### src/sv/scf_pkg.sv
// scf_pkg: shared constants and types for the stereo comb filter
// configuration register codes, widths and reset values; no dependencies
package scf_pkg;

    localparam int MAX_DELAY_DEF    = 65536;
    localparam int SAMPLE_WIDTH_DEF = 16;

    localparam int CFG_IDX_W  = 2;
    localparam int CFG_DATA_W = 17;
    localparam int LEN_W      = 17;
    localparam int GAIN_W     = 17;

    typedef enum logic [CFG_IDX_W-1:0] {
        CFG_DELAY_LENGTH  = 2'd0,
        CFG_GAIN          = 2'd1,
        CFG_FEEDBACK_MODE = 2'd2
    } t_cfg_idx;

    localparam logic [LEN_W-1:0]  DELAY_LENGTH_RST = 17'd4800;
    localparam logic [GAIN_W-1:0] GAIN_RST         = 17'd32768;
    localparam logic [GAIN_W-1:0] GAIN_UNITY       = 17'd65536;

    // gain is unsigned q1.16: product is rounded by half an lsb then shifted
    localparam int GAIN_FRAC = 16;

endpackage

### src/sv/scf_lane.sv
// scf_lane: one channel of the comb filter, x + round(s * gain) saturated
// uses scf_pkg for the gain format
module scf_lane #(
    parameter int SAMPLE_WIDTH = scf_pkg::SAMPLE_WIDTH_DEF
) (
    input  logic signed [SAMPLE_WIDTH-1:0] i_x,
    input  logic signed [SAMPLE_WIDTH-1:0] i_s,
    input  logic [scf_pkg::GAIN_W-1:0]     i_gain,
    output logic signed [SAMPLE_WIDTH-1:0] o_y
);
    import scf_pkg::*;

    localparam int SW = SAMPLE_WIDTH;
    localparam int PW = SW + GAIN_W + 1;

    logic signed [PW-1:0]        w_s_ext;
    logic signed [PW-1:0]        w_g_ext;
    logic signed [PW-1:0]        w_prod;
    logic signed [PW-1:0]        w_rnd;
    logic signed [PW-GAIN_FRAC-1:0] w_scaled;
    logic signed [SW+2:0]        w_sum;
    logic [3:0]                  w_top;

    assign w_s_ext  = PW'(i_s);
    assign w_g_ext  = $signed(PW'(i_gain));
    assign w_prod   = w_s_ext * w_g_ext;
    // half lsb then floor: halves go towards plus infinity
    assign w_rnd    = w_prod + $signed(PW'(1) <<< (GAIN_FRAC - 1));
    assign w_scaled = $signed(w_rnd[PW-1:GAIN_FRAC]);
    assign w_sum    = (SW+3)'(i_x) + (SW+3)'(w_scaled);
    assign w_top    = w_sum[SW+2:SW-1];

    always_comb begin
        if (w_top == 4'b0000 || w_top == 4'b1111) begin
            o_y = w_sum[SW-1:0];
        end else if (w_sum[SW+2]) begin
            o_y = {1'b1, {(SW-1){1'b0}}};
        end else begin
            o_y = {1'b0, {(SW-1){1'b1}}};
        end
    end

endmodule

### config.mk
export PLATFORM = sky130hd
export DESIGN_NAME = scf_lane
export DESIGN_NICKNAME = d
export VERILOG_FILES = /design/src/sv/scf_pkg.sv /design/src/sv/scf_lane.sv
export SDC_FILE = /design/constraint.sdc
export NUM_CORES = 1
export LEC_CHECK = 0
export ABC_AREA = 1
export ABC_CLOCK_PERIOD_IN_PS = 7750
export BUFFER_PORTS_ARGS = -buffer_cell sky130_fd_sc_hd__buf_2
export CAP_MARGIN = 20
export CORE_MARGIN = 2
export CORE_UTILIZATION = 60
export DETAILED_ROUTE_END_ITERATION = 16
export PLACE_DENSITY = 0.82
export SYNTH_ARGS = -nofsm -noshare
export SYNTH_HDL_FRONTEND = slang
export SYNTH_SLANG_ARGS = --single-unit
export TNS_END_PERCENT = 10
### constraint.sdc
create_clock -name vclk -period 7.75
set_clock_uncertainty 0.05 [all_clocks]
set_input_delay 0.3875 -clock vclk [all_inputs]
set_output_delay 0.3875 -clock vclk [all_outputs]
set_load 0.05 [all_outputs]
After elaboration in Yosys (flattened, before gate mapping)
Index checks and enable logic that the tools add are counted.
{"block": "totals", "word_cells": 8, "inputBits": 49, "mem_bits_ro": 0, "reg_bits": 0, "latch_bits": 0, "out_inout_bits": 16, "n_memories": 0, "ram_bits": 0}
{"block": "classes", "n_eq_ne": 1, "n_lt_le_gt_ge": 0, "n_div": 0, "muxes": 2, "n_shift": 0, "add_sub_neg": 2, "reduce_logical": 2, "multipliers": 1, "bitwise": 0}
{"cell": "$add 34x17->34 const B", "count": 1}
{"cell": "$mul 16x18->34", "count": 1}
{"cell": "$mux 16", "count": 2}
{"cell": "$add 16x18->19", "count": 1}
{"cell": "$eq 4x4->1 const B", "count": 1}
{"cell": "$logic_not 4->1", "count": 1}
{"cell": "$logic_or 1x1->1", "count": 1}

Depth between registers and ports, before layout
Gate-level depths: netlist (run 1).
{"block": "logic_depth", "depth_word": 6, "ltp_mapped": 39, "ltp_nobuf": 36}

Worst setup path before layout (run 1)
Ideal clock, no wire load.
{"block": "synth_timing", "path_kind": "input to output", "startpoint": "input port i_s[7]", "endpoint": "output port o_y[11]", "arrival_ps": 7131, "path_slack_ps": 182, "stages": 37, "path_cell_list": "clkbuf_1 clkbuf_1 nand2_1 fa_1 inv_1 fa_1 inv_1 fa_1 inv_1 fa_1 fa_1 inv_1 fa_1 inv_1 ha_1 nand2_1 nor2_1 nand2_1 o21ai_1 xor2_1 ha_1 inv_1 fa_1 inv_1 nand2_1 nand2_1 nand3_1 nand2_2 nand2_2 nand2_1 nand2_1 nand2_1 nand3_1 nand2_2 buf_4 nand3_1 nand2_1"}
{"block": "synth_via", "elab_chain_cells": 6}
{"element": "start, declared", "line": "scf_lane.sv:7", "rtl": "input logic signed [SAMPLE_WIDTH-1:0] i_s,"}
{"element": "$mul 16x18->34 (*)", "line": "scf_lane.sv:26", "rtl": "assign w_prod = w_s_ext * w_g_ext;"}
{"element": "$add 34x17->34 (*)", "line": "scf_lane.sv:28", "rtl": "assign w_rnd = w_prod + $signed(PW'(1) <<< (GAIN_FRAC - 1));"}
{"element": "$add 16x18->19 (*)", "line": "scf_lane.sv:30", "rtl": "assign w_sum = (SW+3)'(i_x) + (SW+3)'(w_scaled);"}
{"element": "$eq 4x4->1 / $logic_not 4->1 (equally long branches)", "line": "scf_lane.sv:34", "rtl": "if (w_top == 4'b0000 || w_top == 4'b1111) begin"}
{"element": "$logic_or 1x1->1", "line": "scf_lane.sv:34"}
{"element": "$mux 16 (*)", "line": "scf_lane.sv:34"}
{"element": "end, declared", "line": "scf_lane.sv:9", "rtl": "output logic signed [SAMPLE_WIDTH-1:0] o_y"}
Mark *: on every way between the ends. The rest lies on a longest branch, timed or not.

Final worst setup path (run 1)
{"block": "layout_timing", "startpoint": "input port i_s[15]", "endpoint": "output port o_y[5]"}
Same word-level chain as after synthesis.

==> impl_metrics.tcl, run 1 <==
set metrics [dict create \
    status "complete, no violations" \
    postSynthCellCount 1580 \
    die_h_um 140 \
    postRouteWirelength_mm 28.1 \
    timing.final.crit_share 0.979 \
    seqCellArea_um2 0 \
    globalRouteTotalUtil 0.279 \
    finalWorstSetupSlack_ns 0.159 \
    worst_hold_slack_ns 1.24 \
    critPathKind "primary input to primary output" \
    port_buffers 65 \
    synth-seq-area-share 0 \
    crit_slowest_cell "fa_1" \
    holdCritPathClass "primary input to primary output" \
    synth_nets 1979 \
    required_ns 7.31 \
    slew-limit-headroom 0.755 \
    maxCapViolations 0 \
    holdCritStartpoint "i_x[0]" \
    start_util 0.618 \
    core_region_area_um2 18100 \
    dp_slack_ns -0.236 \
    maxSlewViolCount 0 \
    worstPathMaxFanout 11 \
    routed_via_density 5.35 \
    die_area_um2 19700 \
    setup_viol 0 \
    whs_path_depth 5 \
    nets 2024 \
    first_pass_iters 5 \
    grt_pass1_vias 10100 \
    max_clock_freq_mhz 132 \
    crit_arrival_ns 7.15 \
    area_delta_synth_final_pct 11.0 \
    hold_viol_final 0 \
    crit_path_frequent_cell "nand2_1" \
    worst_pin_slew_ns 0.368 \
    die_w_um 140 \
    final_antenna_net_count 0 \
    holdPathEnd "o_y[0]" \
    io_pins 65 \
    synth_cell_types 42 \
    rows 49 \
    avgSynthCellArea_um2 7.07 \
    layout_commonest_cell "inv_1" \
    critPathLaunchType "primary input" \
    antenna_cells 0 \
    routabilityCongestion 0.951 \
    vias 9911 \
    cp-end-kind "primary output" \
    critPathMaxStageDelay_ns 0.52 \
    n_clock_buffer 0 \
    antenna_found_initial 0 \
    grt_start_max_net_pins 18 \
    yosys_warnings 0 \
    drive_above_1_share 0.129 \
    grt_overflow_total 0 \
    fin_area_um2 12400 \
    dr.first_iter.drc_count 596 \
    period_minus_slack_ns 7.59 \
    post_drt_wl_per_cell_um 15.2 \
    place_hpwl_mm 23.3 \
    synthesis.area_um2 11200 \
    dpl_cell_area_um2 11700 \
    drc_errors 0 \
    grt_first_pass_wirelength_mm 45.7 \
    final_cell_mix "inv_1, nand2_1, fa_1" \
    seq_cell_count 0 \
]
==> area by class of cell <==
type,count,area (µm²)
Multi-Input combinational cell,1077,9650
Timing Repair Buffer,100,779
Tap cell,229,287
Inverter,446,1680
Fill cell,1488,5690
==> per-stage QoR <==
step | std cells | setup TNS, ns | utilization
2_1_floorplan | 1580 | 0 | -
3_3_place_gp | 1840 | -2.34 | 0.648
3_5_place_dp | 1840 | -3.42 | 0.648
4_1_cts | 1841 | 0 | 0.654
5_1_grt | 1852 | -1.04 | 0.686
6_report | 1852 | 0 | 0.686
==> cell usage after synthesis (2+ instances only) <==
library cell	instances	area, µm²
inv_1	443	1660
nand2_1	431	1620
fa_1	208	4160
ha_1	142	1780
nor2_1	64	240
clkbuf_1	53	199
nand3_1	51	255
a21oi_1	50	250
o21ai_0	19	95.1
xor2_1	19	166
nand2_2	15	93.8
xnor2_1	11	96.3
or2_2	8	50.1
a21o_1	6	45.0
nor3_1	6	30.0
o21a_1	5	37.5
nand3_2	4	40.0
nor4_1	4	25.0
o21bai_1	4	30.0
a31oi_1	3	18.8
inv_2	3	11.3
nand4_1	3	18.8
nor3_2	3	30.0
or2_1	3	18.8
a21boi_0	2	15.0
buf_2	2	10.0
buf_6	2	22.5
nand3b_1	2	15.0
==> kinds of logic after synthesis <==
group | after synthesis | synth area share
compound gates | 95 | 0.0490
xor+xnor | 30 | 0.0235
fa+ha+maj | 350 | 0.532
buf+inv | 505 | 0.172
simple gates | 600 | 0.224
==> metal layers <==
metal  wire, µm  part of all wire  GRT usage  up-vias
met2      14500              0.52      0.511      347
met5          0                 0          0        -
met3       1570             0.056     0.0171       54
met4        526             0.019     0.0548        0
li1           -                 -          -     4671
met1      11400              0.41      0.367     4839
==> critical path: cells and delay by family <==
kind | cells | cell delay, ns
adders and majority gates | 8 | 3.37
and+or+nand+nor | 14 | 1.77
buffers and inverters | 9 | 0.98
AOI/OAI and AO/OA | 3 | 0.48
xor gates and xnor gates | 1 | 0.16
==> worst max path at each step <==
| stage | startpoint | end | slack (ns) | cells past startpoint |
|---|---|---|---|---|
| final | i_s[15] | o_y[5] | 0.16 | 35 |
| after global placement | i_gain[10] | o_y[2] | -0.16 | 31 |
| after floorplan | i_s[7] | o_y[11] | 0.18 | 37 |
| after detailed placement | i_gain[6] | o_y[13] | -0.24 | 36 |
| after CTS | i_s[5] | o_y[1] | 0.002 | 36 |
| after global routing | i_s[9] | o_y[5] | -0.10 | 36 |
==> timing repair <==
item                                    CTS  global route
hold buffers                              0             0
gates resized for setup                  29           118
pin swaps                                 1            26
gates cloned                              0             3
endpoints found under the setup margin   15            16
setup buffers                             1             8
Power of run 1 is not shown: default switching activity piles up to over one toggle a cycle in this logic, so the estimate is an artifact.
==> inputs of run 2 (changes only) <==
Settings changed: BUFFER_PORTS_ARGS -buffer_cell sky130_fd_sc_hd__buf_2 to -buffer_cell sky130_fd_sc_hd__buf_4.
==> impl_metrics.tcl, run 2 (synthesis gave the netlist of run 1 again) <==
set metrics [dict create \
    whs_path_depth 5 \
    tns_ns 0 \
    crit_path_end "o_y[6]" \
    crit_start "i_s[4]" \
    core_region_area_um2 18100 \
    final_antenna_net_count 0 \
    finalWorstSetupSlack_ns 0.219 \
    final_cell_mix "inv_1, nand2_1, fa_1" \
    crit_slowest_cell "fa_1" \
    layout_commonest_cell "inv_1" \
    routed.top_layer "met4" \
    fin_util 0.676 \
    worst_pin_slew_ns 0.389 \
    drive_above_1_share 0.113 \
    crit_arrival_ns 7.09 \
    die_w_um 140 \
    drc_errors 0 \
    holdCritPathClass "primary input to primary output" \
    grt_pass1_vias 10100 \
    place_hpwl_mm 23.5 \
    die_area_um2 19700 \
    grt_overflow_total 0 \
    critPathKind "primary input to primary output" \
    wl_met1_mm 11.2 \
    hold_viol_final 0 \
    dr_wl_met3_mm 1.90 \
    seqCellArea_um2 0 \
    worstPathMaxFanout 17 \
    die_h_um 140 \
    max_clock_freq_mhz 133 \
    dr.first_iter.drc_count 703 \
    postRouteWirelength_mm 27.9 \
    nets 2009 \
    post_drt_wl_per_cell_um 15.2 \
    maxSlewViolCount 0 \
    routed_via_density 5.35 \
    critPathMaxStageDelay_ns 0.52 \
    start_util 0.618 \
    period_minus_slack_ns 7.53 \
    area_delta_synth_final_pct 9.51 \
    routabilityCongestion 0.968 \
    wl_met2_mm 14.1 \
    antenna_cells 0 \
    io_pins 65 \
    hold_buffers 0 \
    maxCapViolations 0 \
    port_buffers 65 \
    first_pass_iters 5 \
    required_ns 7.31 \
    rows 49 \
    slew-limit-headroom 0.740 \
    crit_path_frequent_cell "nand2_1" \
    rsz0062_at_grt "true" \
    timing.final.crit_share 0.972 \
    grt_start_max_net_pins 18 \
    setup_viol 0 \
    seq_cell_count 0 \
    vias 9834 \
    n_clock_buffer 0 \
    n_fill_cell 1511 \
    critPathLaunchType "primary input" \
    worst_hold_slack_ns 1.24 \
    dp_slack_ns -0.138 \
    cp-end-kind "primary output" \
    grt_first_pass_wirelength_mm 45.9 \
    status "complete, no violations" \
    antenna_found_initial 0 \
    globalRouteTotalUtil 0.282 \
]
==> run 2: cell types whose count changed in the layout (fill, tap and decap cells not counted), moves of 4 or more <==
cell / delta
clkbuf_4: -4
buf_4: +17
ha_4: -4
nand2_2: -4
buf_2: -27
nand2_1: +5
==> run 2: worst min path at each step <==
stage                     endpoint  startpoint  slack [ns]
final                       o_y[0]      i_x[0]        1.24
after global routing        o_y[0]      i_x[0]        1.26
after CTS                   o_y[0]      i_x[0]        1.24
after detailed placement    o_y[0]      i_x[0]        1.24
after global placement      o_y[0]      i_x[0]        1.24
after floorplan             o_y[0]      i_x[0]        1.24
==> run 2: what timing repair did <==
action                                  CTS  global route
gates cloned                              0             2
buffers inserted                          0             5
gates resized for setup                   4            81
pin swaps                                 0            15
endpoints found under the setup margin   15            16
==> run 2: area by class of cell <==
cell class | count | area (µm²) | share of cell area
timing repair buffer | 85 | 707 | 0.0578
multi-input combinational | 1077 | 9560 | 0.782
tap | 229 | 287 | 0.0234
inverter | 446 | 1670 | 0.137
==> run 2: metrics by stage <==
step           cells  area (µm²)
6_report        1837       12200
5_1_grt         1837       12200
4_1_cts         1830       11800
3_5_place_dp    1830       11800
3_3_place_gp    1830       11800
2_1_floorplan   1580       11200
==> run 2: worst max-delay path: cells and delay by family <==
kind	cells	cell delay, ns
adder cells (fa/ha/maj)	8	3.72
AO/OA/AOI/OAI	2	0.45
AND/OR/NAND/NOR	15	1.71
buffers and inverters	9	0.81
==> run 2: per-layer routing <==
layer / GRT usage / vias to the layer above
li1: - / 4641
met1: 0.370 / 4755
met2: 0.505 / 372
met3: 0.0263 / 66
met4: 0.0728 / 0
met5: 0 / -
Power of run 2 is left out for the same reason.
==> inputs of run 3 (changes only) <==
==> constraint.sdc (replaced) <==
create_clock -name vclk -period 7.75
set_clock_uncertainty 0.05 [all_clocks]
set_input_delay 1.55 -clock vclk [all_inputs]
set_output_delay 1.55 -clock vclk [all_outputs]
set_load 0.05 [all_outputs]
==> impl_metrics.tcl, run 3 (synthesis gave the netlist of run 1 again) <==
set metrics [dict create \
    period_minus_slack_ns 9.87 \
    final_antenna_net_count 0 \
    rsz0062_at_grt "true" \
    area_delta_synth_final_pct 24.0 \
    drc_errors 0 \
    placed_cells 1979 \
    vias 10600 \
    port_buffers 65 \
    routed_via_density 5.30 \
    setup_viol 16 \
    seq_cell_count 0 \
    dr.first_iter.drc_count 681 \
    core_region_area_um2 18100 \
    fin_util 0.766 \
    antenna_cells 0 \
    status "finished, violations left" \
    worstPathMaxFanout 9 \
    postRouteWirelength_mm 30.4 \
    seqCellArea_um2 0 \
    holdCritPathClass "primary input to primary output" \
    crit_arrival_ns 8.27 \
    fin_area_um2 13800 \
    violations "setup timing" \
    critPathMaxStageDelay_ns 0.52 \
    slew-limit-headroom 0.767 \
    place_hpwl_mm 25.7 \
    final_cell_mix "inv_1, nand2_1, buf_4" \
    critPathKind "primary input to primary output" \
    maxCapViolations 0 \
    first_pass_iters 6 \
    die_area_um2 19700 \
    grt_pass1_vias 11400 \
    start_util 0.618 \
    grt_first_pass_wirelength_mm 51.5 \
    grt_start_max_net_pins 17 \
    timing.final.crit_share 1.27 \
    routabilityCongestion 0.963 \
    n_clock_buffer 0 \
    hold_buffers 0 \
    critPathLaunchType "primary input" \
    max_clock_freq_mhz 101 \
    required_ns 6.15 \
    nets 2168 \
    antenna_found_initial 0 \
    crit_slowest_cell "fa_1" \
    grt_overflow_total 0 \
    die_h_um 140 \
    layout_commonest_cell "inv_1" \
    io_pins 65 \
    finalWorstSetupSlack_ns -2.12 \
    worst_pin_slew_ns 0.347 \
    rows 49 \
    dpl_cell_area_um2 13200 \
    instances_no_fill 1996 \
    dp_slack_ns -2.13 \
    drive_above_1_share 0.225 \
    globalRouteTotalUtil 0.318 \
    maxSlewViolCount 0 \
    post_drt_wl_per_cell_um 15.2 \
    cp-end-kind "primary output" \
    die_w_um 140 \
    hold_viol_final 0 \
]
==> run 3: final cells by class <==
class / count / area (µm²)
fill: 1245 / 4240
multi-input combinational: 1075 / 9910
timing repair buffer: 246 / 1980
tap: 229 / 287
inverter: 446 / 1670
==> run 3: stage by stage <==
| stage | hold slack (ns) | TNS, ns |
|---|---|---|
| 2_1_floorplan | 3.46 | -25.74 |
| 3_3_place_gp | 3.58 | -32.10 |
| 3_5_place_dp | 3.58 | -33.51 |
| 4_1_cts | 3.58 | -32.04 |
| 5_1_grt | 3.59 | -39.33 |
| 6_report | 3.56 | -32.98 |
==> run 3: final timing paths <==
check     from      to  slack [ns]  depth (start not counted)
max    i_s[15]  o_y[8]       -2.12                         35
min     i_x[0]  o_y[0]        3.56                          5
==> run 3: timing repair <==
action | CTS | global route
cloned | 1 | 0
buffers inserted | 8 | 8
endpoints found under the setup margin | 16 | 16
pin swaps | 34 | 29
gates resized for setup | 66 | 50
==> run 3: worst max-delay path, delay by kind of cell <==
family	cells	cell delay, ns
AND/OR/NAND/NOR	14	1.38
buffers and inverters	9	1.08
AO/OA/AOI/OAI	3	0.51
XOR/XNOR	1	0.28
adder cells (fa/ha/maj)	8	3.45
==> run 3: routing by layer <==
metal | vias up | global-route usage | wire length, µm
li1 | 4950 | - | -
met1 | 5081 | 0.412 | 12300
met2 | 449 | 0.565 | 15100
met3 | 96 | 0.0253 | 1930
met4 | 0 | 0.106 | 1090
met5 | - | 0 | 0
Power of run 3 is left out for the same reason.
