==> config.mk <==
export PLATFORM = sky130hd
export DESIGN_NAME = scf_merge
export DESIGN_NICKNAME = d
export VERILOG_FILES = /design/src/sv/scf_pkg.sv /design/src/sv/scf_merge.sv
export SDC_FILE = /design/constraint.sdc
export NUM_CORES = 1
export LEC_CHECK = 0
export BUFFER_PORTS_ARGS = -buffer_cell sky130_fd_sc_hd__buf_2
export CORE_MARGIN = 1.5
export CORE_UTILIZATION = 28
export CTS_CLUSTER_DIAMETER = 80
export CTS_CLUSTER_SIZE = 28
export DETAILED_ROUTE_END_ITERATION = 8
export PLACE_DENSITY = 0.58
export SETUP_SLACK_MARGIN = 0.02
export SLEW_MARGIN = 20
export SYNTH_ARGS = -nofsm -noshare
export SYNTH_HDL_FRONTEND = slang
export SYNTH_SLANG_ARGS = --single-unit
==> constraint.sdc <==
create_clock -name i_clk -period 3.85 [get_ports i_clk]
set_clock_uncertainty 0.2 [all_clocks]
set_input_delay 0.9625 -clock i_clk [delete_from_list [all_inputs] [get_ports i_clk]]
set_output_delay 0.9625 -clock i_clk [all_outputs]
set_load 0.05 [all_outputs]
==> src/sv/scf_pkg.sv <==
// scf_pkg: shared constants and types for the stereo comb filter
// configuration register codes, widths and reset values; no dependencies
package scf_pkg;

    localparam int MAX_DELAY_DEF    = 65536;
    localparam int SAMPLE_WIDTH_DEF = 16;

    localparam int CFG_IDX_W  = 2;
    localparam int CFG_DATA_W = 17;
    localparam int LEN_W      = 17;
    localparam int GAIN_W     = 17;

    typedef enum logic [CFG_IDX_W-1:0] {
        CFG_DELAY_LENGTH  = 2'd0,
        CFG_GAIN          = 2'd1,
        CFG_FEEDBACK_MODE = 2'd2
    } t_cfg_idx;

    localparam logic [LEN_W-1:0]  DELAY_LENGTH_RST = 17'd4800;
    localparam logic [GAIN_W-1:0] GAIN_RST         = 17'd32768;
    localparam logic [GAIN_W-1:0] GAIN_UNITY       = 17'd65536;

    // gain is unsigned q1.16: product is rounded by half an lsb then shifted
    localparam int GAIN_FRAC = 16;

endpackage

==> src/sv/scf_merge.sv <==
// scf_merge: forms the delay store word (lane inputs or results) and the output register
// uses scf_pkg; holds one result word while the output is stalled
module scf_merge #(
    parameter int SAMPLE_WIDTH = scf_pkg::SAMPLE_WIDTH_DEF
) (
    input  logic                            i_clk,
    input  logic                            i_rst_n,
    input  logic                            i_load,
    input  logic                            i_feedback,
    input  logic signed [SAMPLE_WIDTH-1:0]  i_left_x,
    input  logic signed [SAMPLE_WIDTH-1:0]  i_right_x,
    input  logic signed [SAMPLE_WIDTH-1:0]  i_left_y,
    input  logic signed [SAMPLE_WIDTH-1:0]  i_right_y,
    output logic [2*SAMPLE_WIDTH-1:0]       o_store_word,
    output logic                            o_free,
    output logic                            o_out_valid,
    input  logic                            i_out_stall,
    output logic signed [SAMPLE_WIDTH-1:0]  o_left_out,
    output logic signed [SAMPLE_WIDTH-1:0]  o_right_out
);
    import scf_pkg::*;

    logic                           r_vld;
    logic signed [SAMPLE_WIDTH-1:0] r_left;
    logic signed [SAMPLE_WIDTH-1:0] r_right;

    // feedback keeps the saturated outputs, feedforward the inputs
    assign o_store_word = i_feedback ? {i_left_y, i_right_y} : {i_left_x, i_right_x};
    assign o_free       = !r_vld || !i_out_stall;

    always_ff @(posedge i_clk) begin
        if (!i_rst_n) begin
            r_vld <= 1'b0;
        end else if (i_load) begin
            r_vld <= 1'b1;
        end else if (!i_out_stall) begin
            r_vld <= 1'b0;
        end
    end

    always_ff @(posedge i_clk) begin
        if (i_load) begin
            r_left  <= i_left_y;
            r_right <= i_right_y;
        end
    end

    assign o_out_valid = r_vld;
    assign o_left_out  = r_left;
    assign o_right_out = r_right;

endmodule

======== Word-level counts from Yosys, hierarchy flattened ========
Index checks and enable logic that the tools add are counted.
word-level totals
  output and inout port bits .............. 66
  logic and storage cells ................. 10
  input bits .............................. 69
  register bits after elaboration ......... 33
operators by class
  eq/ne operators ......................... 1
  muxes and demuxes ....................... 3
  reduce and logical (&&, ||, !) cells .... 3
operators by type and width
  kind                                   count
  32-bit two-way mux                     1
  1-bit zero test                        2
  1-bit two-way mux                      2
  2-bit != test (second input constant)  1
  1-bit logical OR                       1

======== Depth between registers and ports, before layout ========
Gate-level depths: netlist of the first run.
  depth after elaboration ................. 2
  mapped depth ............................ 3
  gate-level depth less buffers ........... 2

======== Least setup slack after synthesis of the first run ========
Ideal clock, no wire load.
  path type ............................... input-to-output
  from .................................... in i_feedback
  to ...................................... out o_store_word[0]
  path buffers ............................ 2
  cell stages on the path ................. 3
  path slack .............................. 1,086 ps
  data required time ...................... 2,688 ps
  arrival ................................. 1,601 ps
  path through ............................ buf_6 > buf_12 > mux2_4
between the ends
  word-level cells in the longest chain between the ends .. 1
RTL lines
  element             line             source
  start: declaration  scf_merge.sv:9   input logic i_feedback,
  32-bit two-way mux  scf_merge.sv:28  assign o_store_word = i_feedback ? {i_left_y, i_right_y} : {i_left_x, i_right_x};
  end: declaration    scf_merge.sv:14  output logic [2*SAMPLE_WIDTH-1:0] o_store_word,
No other way between the ends.

======== Worst setup path after layout of the first run ========
  from .................................... in i_feedback
  to ...................................... out o_store_word[27]
The elaborated chain is that of the path after synthesis.

==> results of run 1 <==
per-layer routing:
layer	track usage, %	share of wire, %
met2	19.65	49
met3	5.714	11
met1	11.87	38
met5	0	0
met4	4.909	1.4
layout make-up:
type                    instances  area [sq um]
clock buffers                   6         72.57
repair buffers                136         685.7
well taps                      70         87.58
clock inverters                 2         10.01
fillers                       505          2880
flip-flops and latches         33         980.9
multi-input cells              35         488.0
power by group:
group	internal (uW)	leakage [uW]	total, uW	switching [uW]
Clock	125	0.0000450	247	122
Sequential	425	0.000322	431	5.99
Combinational	99.9	0.000796	348	248
worst max path at each step:
stage | endpoint
after CTS | o_store_word[27]
after floorplan | o_store_word[0]
final | o_store_word[27]
after global placement | o_store_word[27]
after detailed placement | o_store_word[27]
after global routing | o_store_word[27]
cells by family (layout without fill, tap and decap cells):
logic type             count (synthesis)  count (layout)  synth area share [%]
flip-flops                            33              33                 63.69
AO/OA/AOI/OAI                          1               1                0.3246
buffers and inverters                  4             144                 4.630
multiplexers                          32              32                 30.71
AND/OR/NAND/NOR                        2               2                0.6499
cell usage in the layout (no fill, tap or decap):
cell type	count
a21oi_1	1
clkinv_2	2
buf_4	2
clkbuf_1	1
nor2b_1	1
nand2_1	1
mux2_4	30
edfxtp_1	32
dfxtp_1	1
buf_2	134
mux2_2	2
clkbuf_8	5
worst max-delay path, delay by kind of cell:
family | cells | cell delay (ns)
buf+inv | 3 | 0.56
mux | 1 | 0.38
metrics by stage:
step	area, sq um	util (%)
after floorplan	1540	-
after global placement	2242	43.08
after detailed placement	2242	43.08
after CTS	2325	44.66
after global routing	2325	44.66
final	2325	44.66
state kept, by name, summed over array words and instances (netlist names):
name         cells
o_right_out     16
o_out_valid      1
o_left_out      16
==> flow_summary.yaml, run 1 <==
run_status:
  status: "finished, final reports clean"
global_route:
  grt_max_degree: 34
  grt_pass1_vias: 1094
  grt_pass1_wl_um: 5216
  grt_usage_pct: 11.51
  overflow: 0
  antenna_found_initial: 0
logic_synthesis:
  avgSynthCellArea_sq_um: 21.39
  synthTopCellsByArea: "edfxtp_1, mux2_4, buf_12"
  synth_nets: 141
  synth_seq_area_share_pct: 63.69
  post-synth-top-area-cell: "edfxtp_1"
  synth.most_common_cell: "edfxtp_1"
  async_flop_share_pct: 0
  synth_edf_count: 32
  post_synth_num_cell_types: 9
  synth_cells: 72
  synthFlopType: "edfxtp_1"
  synthTopCellsByCount: "edfxtp_1, mux2_4, buf_12, mux2_2"
  syn-cell-area_sq_um: 1540
  yosys_warnings: 0
  synth_top_area_share_pct: 62.39
  ys_ff_latch: 33
critical_path:
  crit_path_frequent_cell: "buf_2"
  path_class: "input port to output pin"
  critPathArrivalTime_ns: 1.91
  timing.critical_path.from: "i_feedback"
  critPathMaxStageDelay_ns: 0.38
  crit_fanout: 15
  r2r_start: "o_out_valid$_SDFFE_PN0P_"
  worstPathRequired_ns: 2.69
  r2r_slack_ns: 3.05
  r2r_end: "o_out_valid$_SDFFE_PN0P_"
  critPathCaptureType: "output pin"
  critPathSlowestCell: "mux2_2"
  rr_worst_depth: 2
  startpoint_type: "input port"
  critical_path.cell_chain: "buf_2 > buf_4 > mux2_2 > buf_2"
floorplan:
  dieHeight_um: 77.17
  coreArea_sq_um: 5205
  initial_core_util_pct: 29.59
  dieArea_sq_um: 5954
  ios: 135
  die_x_um: 77.17
  core.rowCount: 26
place:
  dpl.hpwl_um: 2823
  port_buffers: 134
  place_congestion: 0.6783
  placed_cells: 274
  pre_cts_slack_ns: 0.7661
sta:
  worst_slew_pin_slew_ns: 0.7305
  report.final.setup_viol: 0
  fin_setup_tns_ns: 0
  period_share_pct: 79.84
  rsz0062_at_grt: "no"
  relSlewSlack_pct: 51.30
  max_freq_ghz: 0.3253
  worst_slack_ns: 0.7761
  drv_slew: 0
  min_period_ns: 3.074
  hold_viol_final: 0
  hold_ws_ns: 0.3252
route:
  wl_per_cell_um: 12.39
  drt_iter0_markers: 33
  drt_wl_total_um: 3493
  vias: 1152
  firstDrtPassIters: 3
  drc: 0
  via_per_inst: 4.085
  route.antenna.remaining_nets: 0
clock_network:
  h-tree-depth: 2
  numCtsBuffers: 5
  clk_path_buf_depth: 2
  post_cts_buffers: 0
  cts_tree: "done"
  cts_hold_buf: 0
  cts_root_buf: "clkbuf_8"
  path_clk_slew_ns: 0.07
  clk_latency_ns: 0.28
  clock-sinks: 33
  ctsResizeCount: 0
power:
  powerDensity_nw_per_um2: 441.6
  finalPower_uw: 1027
  power.leakage_uw: 0.001162
  ir_worst_vdd_mv: 0.1832
final_layout:
  antenna_cells: 0
  area_growth_pct: 50.93
  fin_cells: 282
  drive_above_1_share_pct: 82.55
  nNetsFinal: 280
run:
  cap_violations: 0
worst_hold_path:
  hold_end: "o_out_valid$_SDFFE_PN0P_"
  whs_path_depth: 2
  worstHoldPathType: "register to register"
  min_from: "o_out_valid$_SDFFE_PN0P_"
Note: power is estimated with default switching activity, not from simulation.
==> run 2, diff against run 1 <==
--- a/config.mk
+++ b/config.mk
@@ -11,7 +11,7 @@
 export CTS_CLUSTER_DIAMETER = 80
 export CTS_CLUSTER_SIZE = 28
 export DETAILED_ROUTE_END_ITERATION = 8
-export PLACE_DENSITY = 0.58
+export PLACE_DENSITY = 0.61
 export SETUP_SLACK_MARGIN = 0.02
 export SLEW_MARGIN = 20
 export SYNTH_ARGS = -nofsm -noshare
==> constraint.sdc (replaced) <==
create_clock -name i_clk -period 2.7 [get_ports i_clk]
set_clock_uncertainty 0.2 [all_clocks]
set_input_delay 0.675 -clock i_clk [delete_from_list [all_inputs] [get_ports i_clk]]
set_output_delay 0.675 -clock i_clk [all_outputs]
set_load 0.05 [all_outputs]
==> flow_summary.yaml, run 2 (synthesis results as in run 1) <==
route:
  drt_wl_total_um: 3487
  firstDrtPassIters: 2
  drc: 0
  vias: 1162
  drt_iter0_markers: 20
  via_per_inst: 4.121
  wl_per_cell_um: 12.37
  route.antenna.remaining_nets: 0
power:
  ir_worst_vdd_mv: 0.2624
  powerDensity_nw_per_um2: 625.7
  power.leakage_uw: 0.001170
floorplan:
  initial_core_util_pct: 29.59
  dieArea_sq_um: 5954
  coreArea_sq_um: 5205
  core.rowCount: 26
  die_x_um: 77.17
  ios: 135
  dieHeight_um: 77.17
final_layout:
  area_growth_pct: 52.80
  layout_common_cells: "buf_2, edfxtp_1, mux2_4"
  nNetsFinal: 280
  antenna_cells: 0
  drive_above_1_share_pct: 83.02
  final_common_cell: "buf_2"
global_route:
  grt_pass1_vias: 1102
  overflow: 0
  met2_usage_pct: 18.25
  grt_max_degree: 34
  grt_usage_pct: 11.51
  use_met1_pct: 12.31
  top_usage_layer: "met2"
  antenna_found_initial: 0
  grt_pass1_wl_um: 5119
  met3_usage_pct: 6.190
sta:
  period_share_pct: 89.41
  fin_setup_tns_ns: 0
  min_period_ns: 2.414
  hold_viol_final: 0
  worst_slew_pin_slew_ns: 0.7303
  report.final.setup_viol: 0
  hold_ws_ns: 0.3452
  max_freq_ghz: 0.4142
  rsz0062_at_grt: "no"
  drv_slew: 0
  relSlewSlack_pct: 51.31
worst_hold_path:
  worstHoldPathType: "register to register"
  whs_path_depth: 2
clock_network:
  path_clk_slew_ns: 0.07
  clk_path_buf_depth: 2
  ctsResizeCount: 0
  cts_tree: "done"
  cts_hold_buf: 0
  clock-sinks: 33
  cts_root_buf: "clkbuf_8"
  h-tree-depth: 2
  clk_latency_ns: 0.28
  numCtsBuffers: 5
  post_cts_buffers: 0
place:
  port_buffers: 134
  place_congestion: 0.7038
  dpl.hpwl_um: 2796
critical_path:
  critical-path-top-delay-family: "buffers and inverters"
  critPathSlowestCell: "mux2_2"
  crit_path_frequent_cell: "buf_2"
  critical_path.cell_chain: "buf_2 > buf_12 > mux2_2 > buf_2"
  path_buf_inv: 3
  critPathMaxStageDelay_ns: 0.34
  startpoint_type: "input port"
  crit_fanout: 16
  path_class: "input port to output pin"
  rr_worst_depth: 2
  critPathArrivalTime_ns: 1.54
  critPathCaptureType: "output pin"
  worstPathRequired_ns: 1.82
  crit_cells: 4
run_status:
  status: "finished, final reports clean"
run:
  cap_violations: 0
==> run 2: changes by cell type in the layout (fill, tap and decap cells not counted), sizes merged <==
cell | previous run | this run
clkinvlp | 0 | 1
clkbuf | 6 | 5
==> run 2: final timing paths <==
kind / start / to / slack (ns)
setup / recovery: i_feedback / o_store_word[27] / 0.29
hold / removal: o_out_valid$_SDFFE_PN0P_ / o_out_valid$_SDFFE_PN0P_ / 0.35
setup reg to reg: o_out_valid$_SDFFE_PN0P_ / o_out_valid$_SDFFE_PN0P_ / 1.88
hold reg to reg: o_out_valid$_SDFFE_PN0P_ / o_out_valid$_SDFFE_PN0P_ / 0.35
==> run 2: where the power goes <==
group	internal, uW	total, uW	switching, uW
logic	146	502	355
registers	606	614	8.45
clock network	178	357	179
total	930	1470	543
==> run 2: metal layers <==
metal,part of all wire [%],vias to the layer above
li1,-,557
met1,39,520
met2,47,81
met3,12,4
met4,1.5,0
met5,0,-
==> run 2: metrics by stage <==
step           worst slack (ns)  area [sq um]  util, %  instances  power [uW]
2_1_floorplan            0.5110          1540        -         72        1001
3_3_place_gp             0.2861          2267    43.56        274        1128
4_1_cts                  0.2804          2354    45.22        282        1494
5_1_grt                  0.2496          2354    45.22        282        1526
6_report                 0.2860          2354    45.22        282        1473
3_5_place_dp             0.2823          2267    43.56        274        1131
==> run 2: worst register-to-register path: stages, from the launching register on <==
cell and delay (ns):
dfxtp_1 0.33, a21oi_1 0.13, nor2b_1 0.06
==> run 2: cell type report <==
class                           count  area [sq um]
Fill cell                         497          2851
Tap cell                           70         87.58
Sequential cell                    33         980.9
Multi-Input combinational cell     35         488.0
Timing Repair Buffer              136         710.7
Clock inverter                      3         17.52
Clock buffer                        5         68.82
==> run 3, diff against run 2 <==
--- a/config.mk
+++ b/config.mk
@@ -11,6 +11,7 @@
 export CTS_CLUSTER_DIAMETER = 80
 export CTS_CLUSTER_SIZE = 28
 export DETAILED_ROUTE_END_ITERATION = 8
+export GPL_TIMING_DRIVEN = 0
 export PLACE_DENSITY = 0.61
 export SETUP_SLACK_MARGIN = 0.02
 export SLEW_MARGIN = 20
==> flow_summary.yaml, run 3 (synthesis results as in run 1) <==
run_status:
  status: "finished, final reports clean"
floorplan:
  dieHeight_um: 77.17
  die_x_um: 77.17
  initial_core_util_pct: 29.59
  core.rowCount: 26
  ios: 135
  coreArea_sq_um: 5205
  dieArea_sq_um: 5954
place:
  port_buffers: 133
  postPlaceCellArea_sq_um: 2293
  dpl.hpwl_um: 2972
  pre_cts_slack_ns: 0.3523
  place_congestion: 0.7037
route:
  drc: 0
  via_per_inst: 4.102
  drt_iter0_markers: 16
  wl_per_cell_um: 12.89
  vias: 1161
  route.antenna.remaining_nets: 0
  firstDrtPassIters: 4
  drt_wl_total_um: 3649
sta:
  worst_slew_pin_slew_ns: 0.7281
  relSlewSlack_pct: 51.46
  report.final.setup_viol: 0
  worst_slack_ns: 0.3585
  max_freq_ghz: 0.4271
  fin_setup_tns_ns: 0
  drv_slew: 0
  rsz0062_at_grt: "no"
  hold_viol_final: 0
  period_share_pct: 86.72
  min_period_ns: 2.342
worst_hold_path:
  worstHoldPathType: "register to register"
clock_network:
  numCtsBuffers: 5
  path_clk_slew_ns: 0.07
  cts_hold_buf: 0
  clk_path_buf_depth: 2
  ctsResizeCount: 0
  post_cts_buffers: 0
  clk_latency_ns: 0.27
  clock-sinks: 33
  h-tree-depth: 2
  cts_root_buf: "clkbuf_8"
  cts_tree: "done"
global_route:
  grt_pass1_wl_um: 5706
  grt_pass1_vias: 1244
  grt_usage_pct: 12.62
  met2_usage_pct: 22.63
  use_met1_pct: 12.03
  met3_usage_pct: 6.310
  overflow: 0
  grt_max_degree: 34
  top_usage_layer: "met2"
  antenna_found_initial: 0
final_layout:
  num-fill-cells: 509
  area_growth_pct: 54.26
  stdcell_area_sq_um: 2376
  nNetsFinal: 281
  layout_common_cells: "buf_2, edfxtp_1, mux2_4"
  final_common_cell: "buf_2"
  antenna_cells: 0
  drive_above_1_share_pct: 82.63
run:
  cap_violations: 0
power:
  power.leakage_uw: 0.001183
  powerDensity_nw_per_um2: 615.2
  ir_worst_vdd_mv: 0.2334
critical_path:
  worstPathRequired_ns: 1.82
  crit_fanout: 10
  path_class: "input port to output pin"
  startpoint_type: "input port"
  critPathCaptureType: "output pin"
  critPathArrivalTime_ns: 1.47
[run 3: cell types whose count changed in the layout (fill, tap and decap cells not counted), sizes merged]
cell	before	now
clkbuf	5	6
buf	136	137
clkinvlp	1	0
[run 3: final cells by class]
cell class / instances / area, sq um / share of cell area [%]
buffer: 4 / 71.32 / 3.002
clock buffer: 6 / 72.57 / 3.054
clock inverter: 2 / 10.01 / 0.4213
multi-input combinational: 35 / 488.0 / 20.54
sequential: 33 / 980.9 / 41.28
tap: 70 / 87.58 / 3.686
timing repair buffer: 133 / 665.6 / 28.01
[run 3: routing by layer]
metal  wire (um)  part of all wire [%]
met5           0                     0
met4          31                  0.85
met3         474                    13
met2        1884                    52
met1        1258                    34
[run 3: path summary, 6_finish.rpt]
| path | endpoint | depth (start not counted) | start | slack, ns |
|---|---|---|---|---|
| setup / recovery | o_store_word[25] | 4 | i_feedback | 0.36 |
| hold / removal | o_out_valid$_SDFFE_PN0P_ | 2 | o_out_valid$_SDFFE_PN0P_ | 0.33 |
| setup reg to reg | o_out_valid$_SDFFE_PN0P_ | 2 | o_out_valid$_SDFFE_PN0P_ | 1.90 |
| hold reg to reg | o_out_valid$_SDFFE_PN0P_ | 2 | o_out_valid$_SDFFE_PN0P_ | 0.33 |
[run 3: per-stage QoR]
step	total power (uW)	hold WS (ns)	std cells	utilization, %
floorplan	1001	0.5500	72	-
detailed placement	1137	0.3248	275	44.06
CTS	1491	0.3329	283	45.65
global placement	1132	0.3138	275	44.06
finish	1462	0.3306	283	45.65
global route	1529	0.3674	283	45.65
[run 3: power breakdown]
part / internal, uW / total (uW) / switching (uW)
clock: 178 / 341 / 163
sequential: 606 / 615 / 8.59
combinational: 150 / 506 / 356
[run 3: worst max-delay path, stage by stage]
cell and delay, ns:
buf_6 0.12, buf_12 0.16, mux2_4 0.30, buf_2 0.21
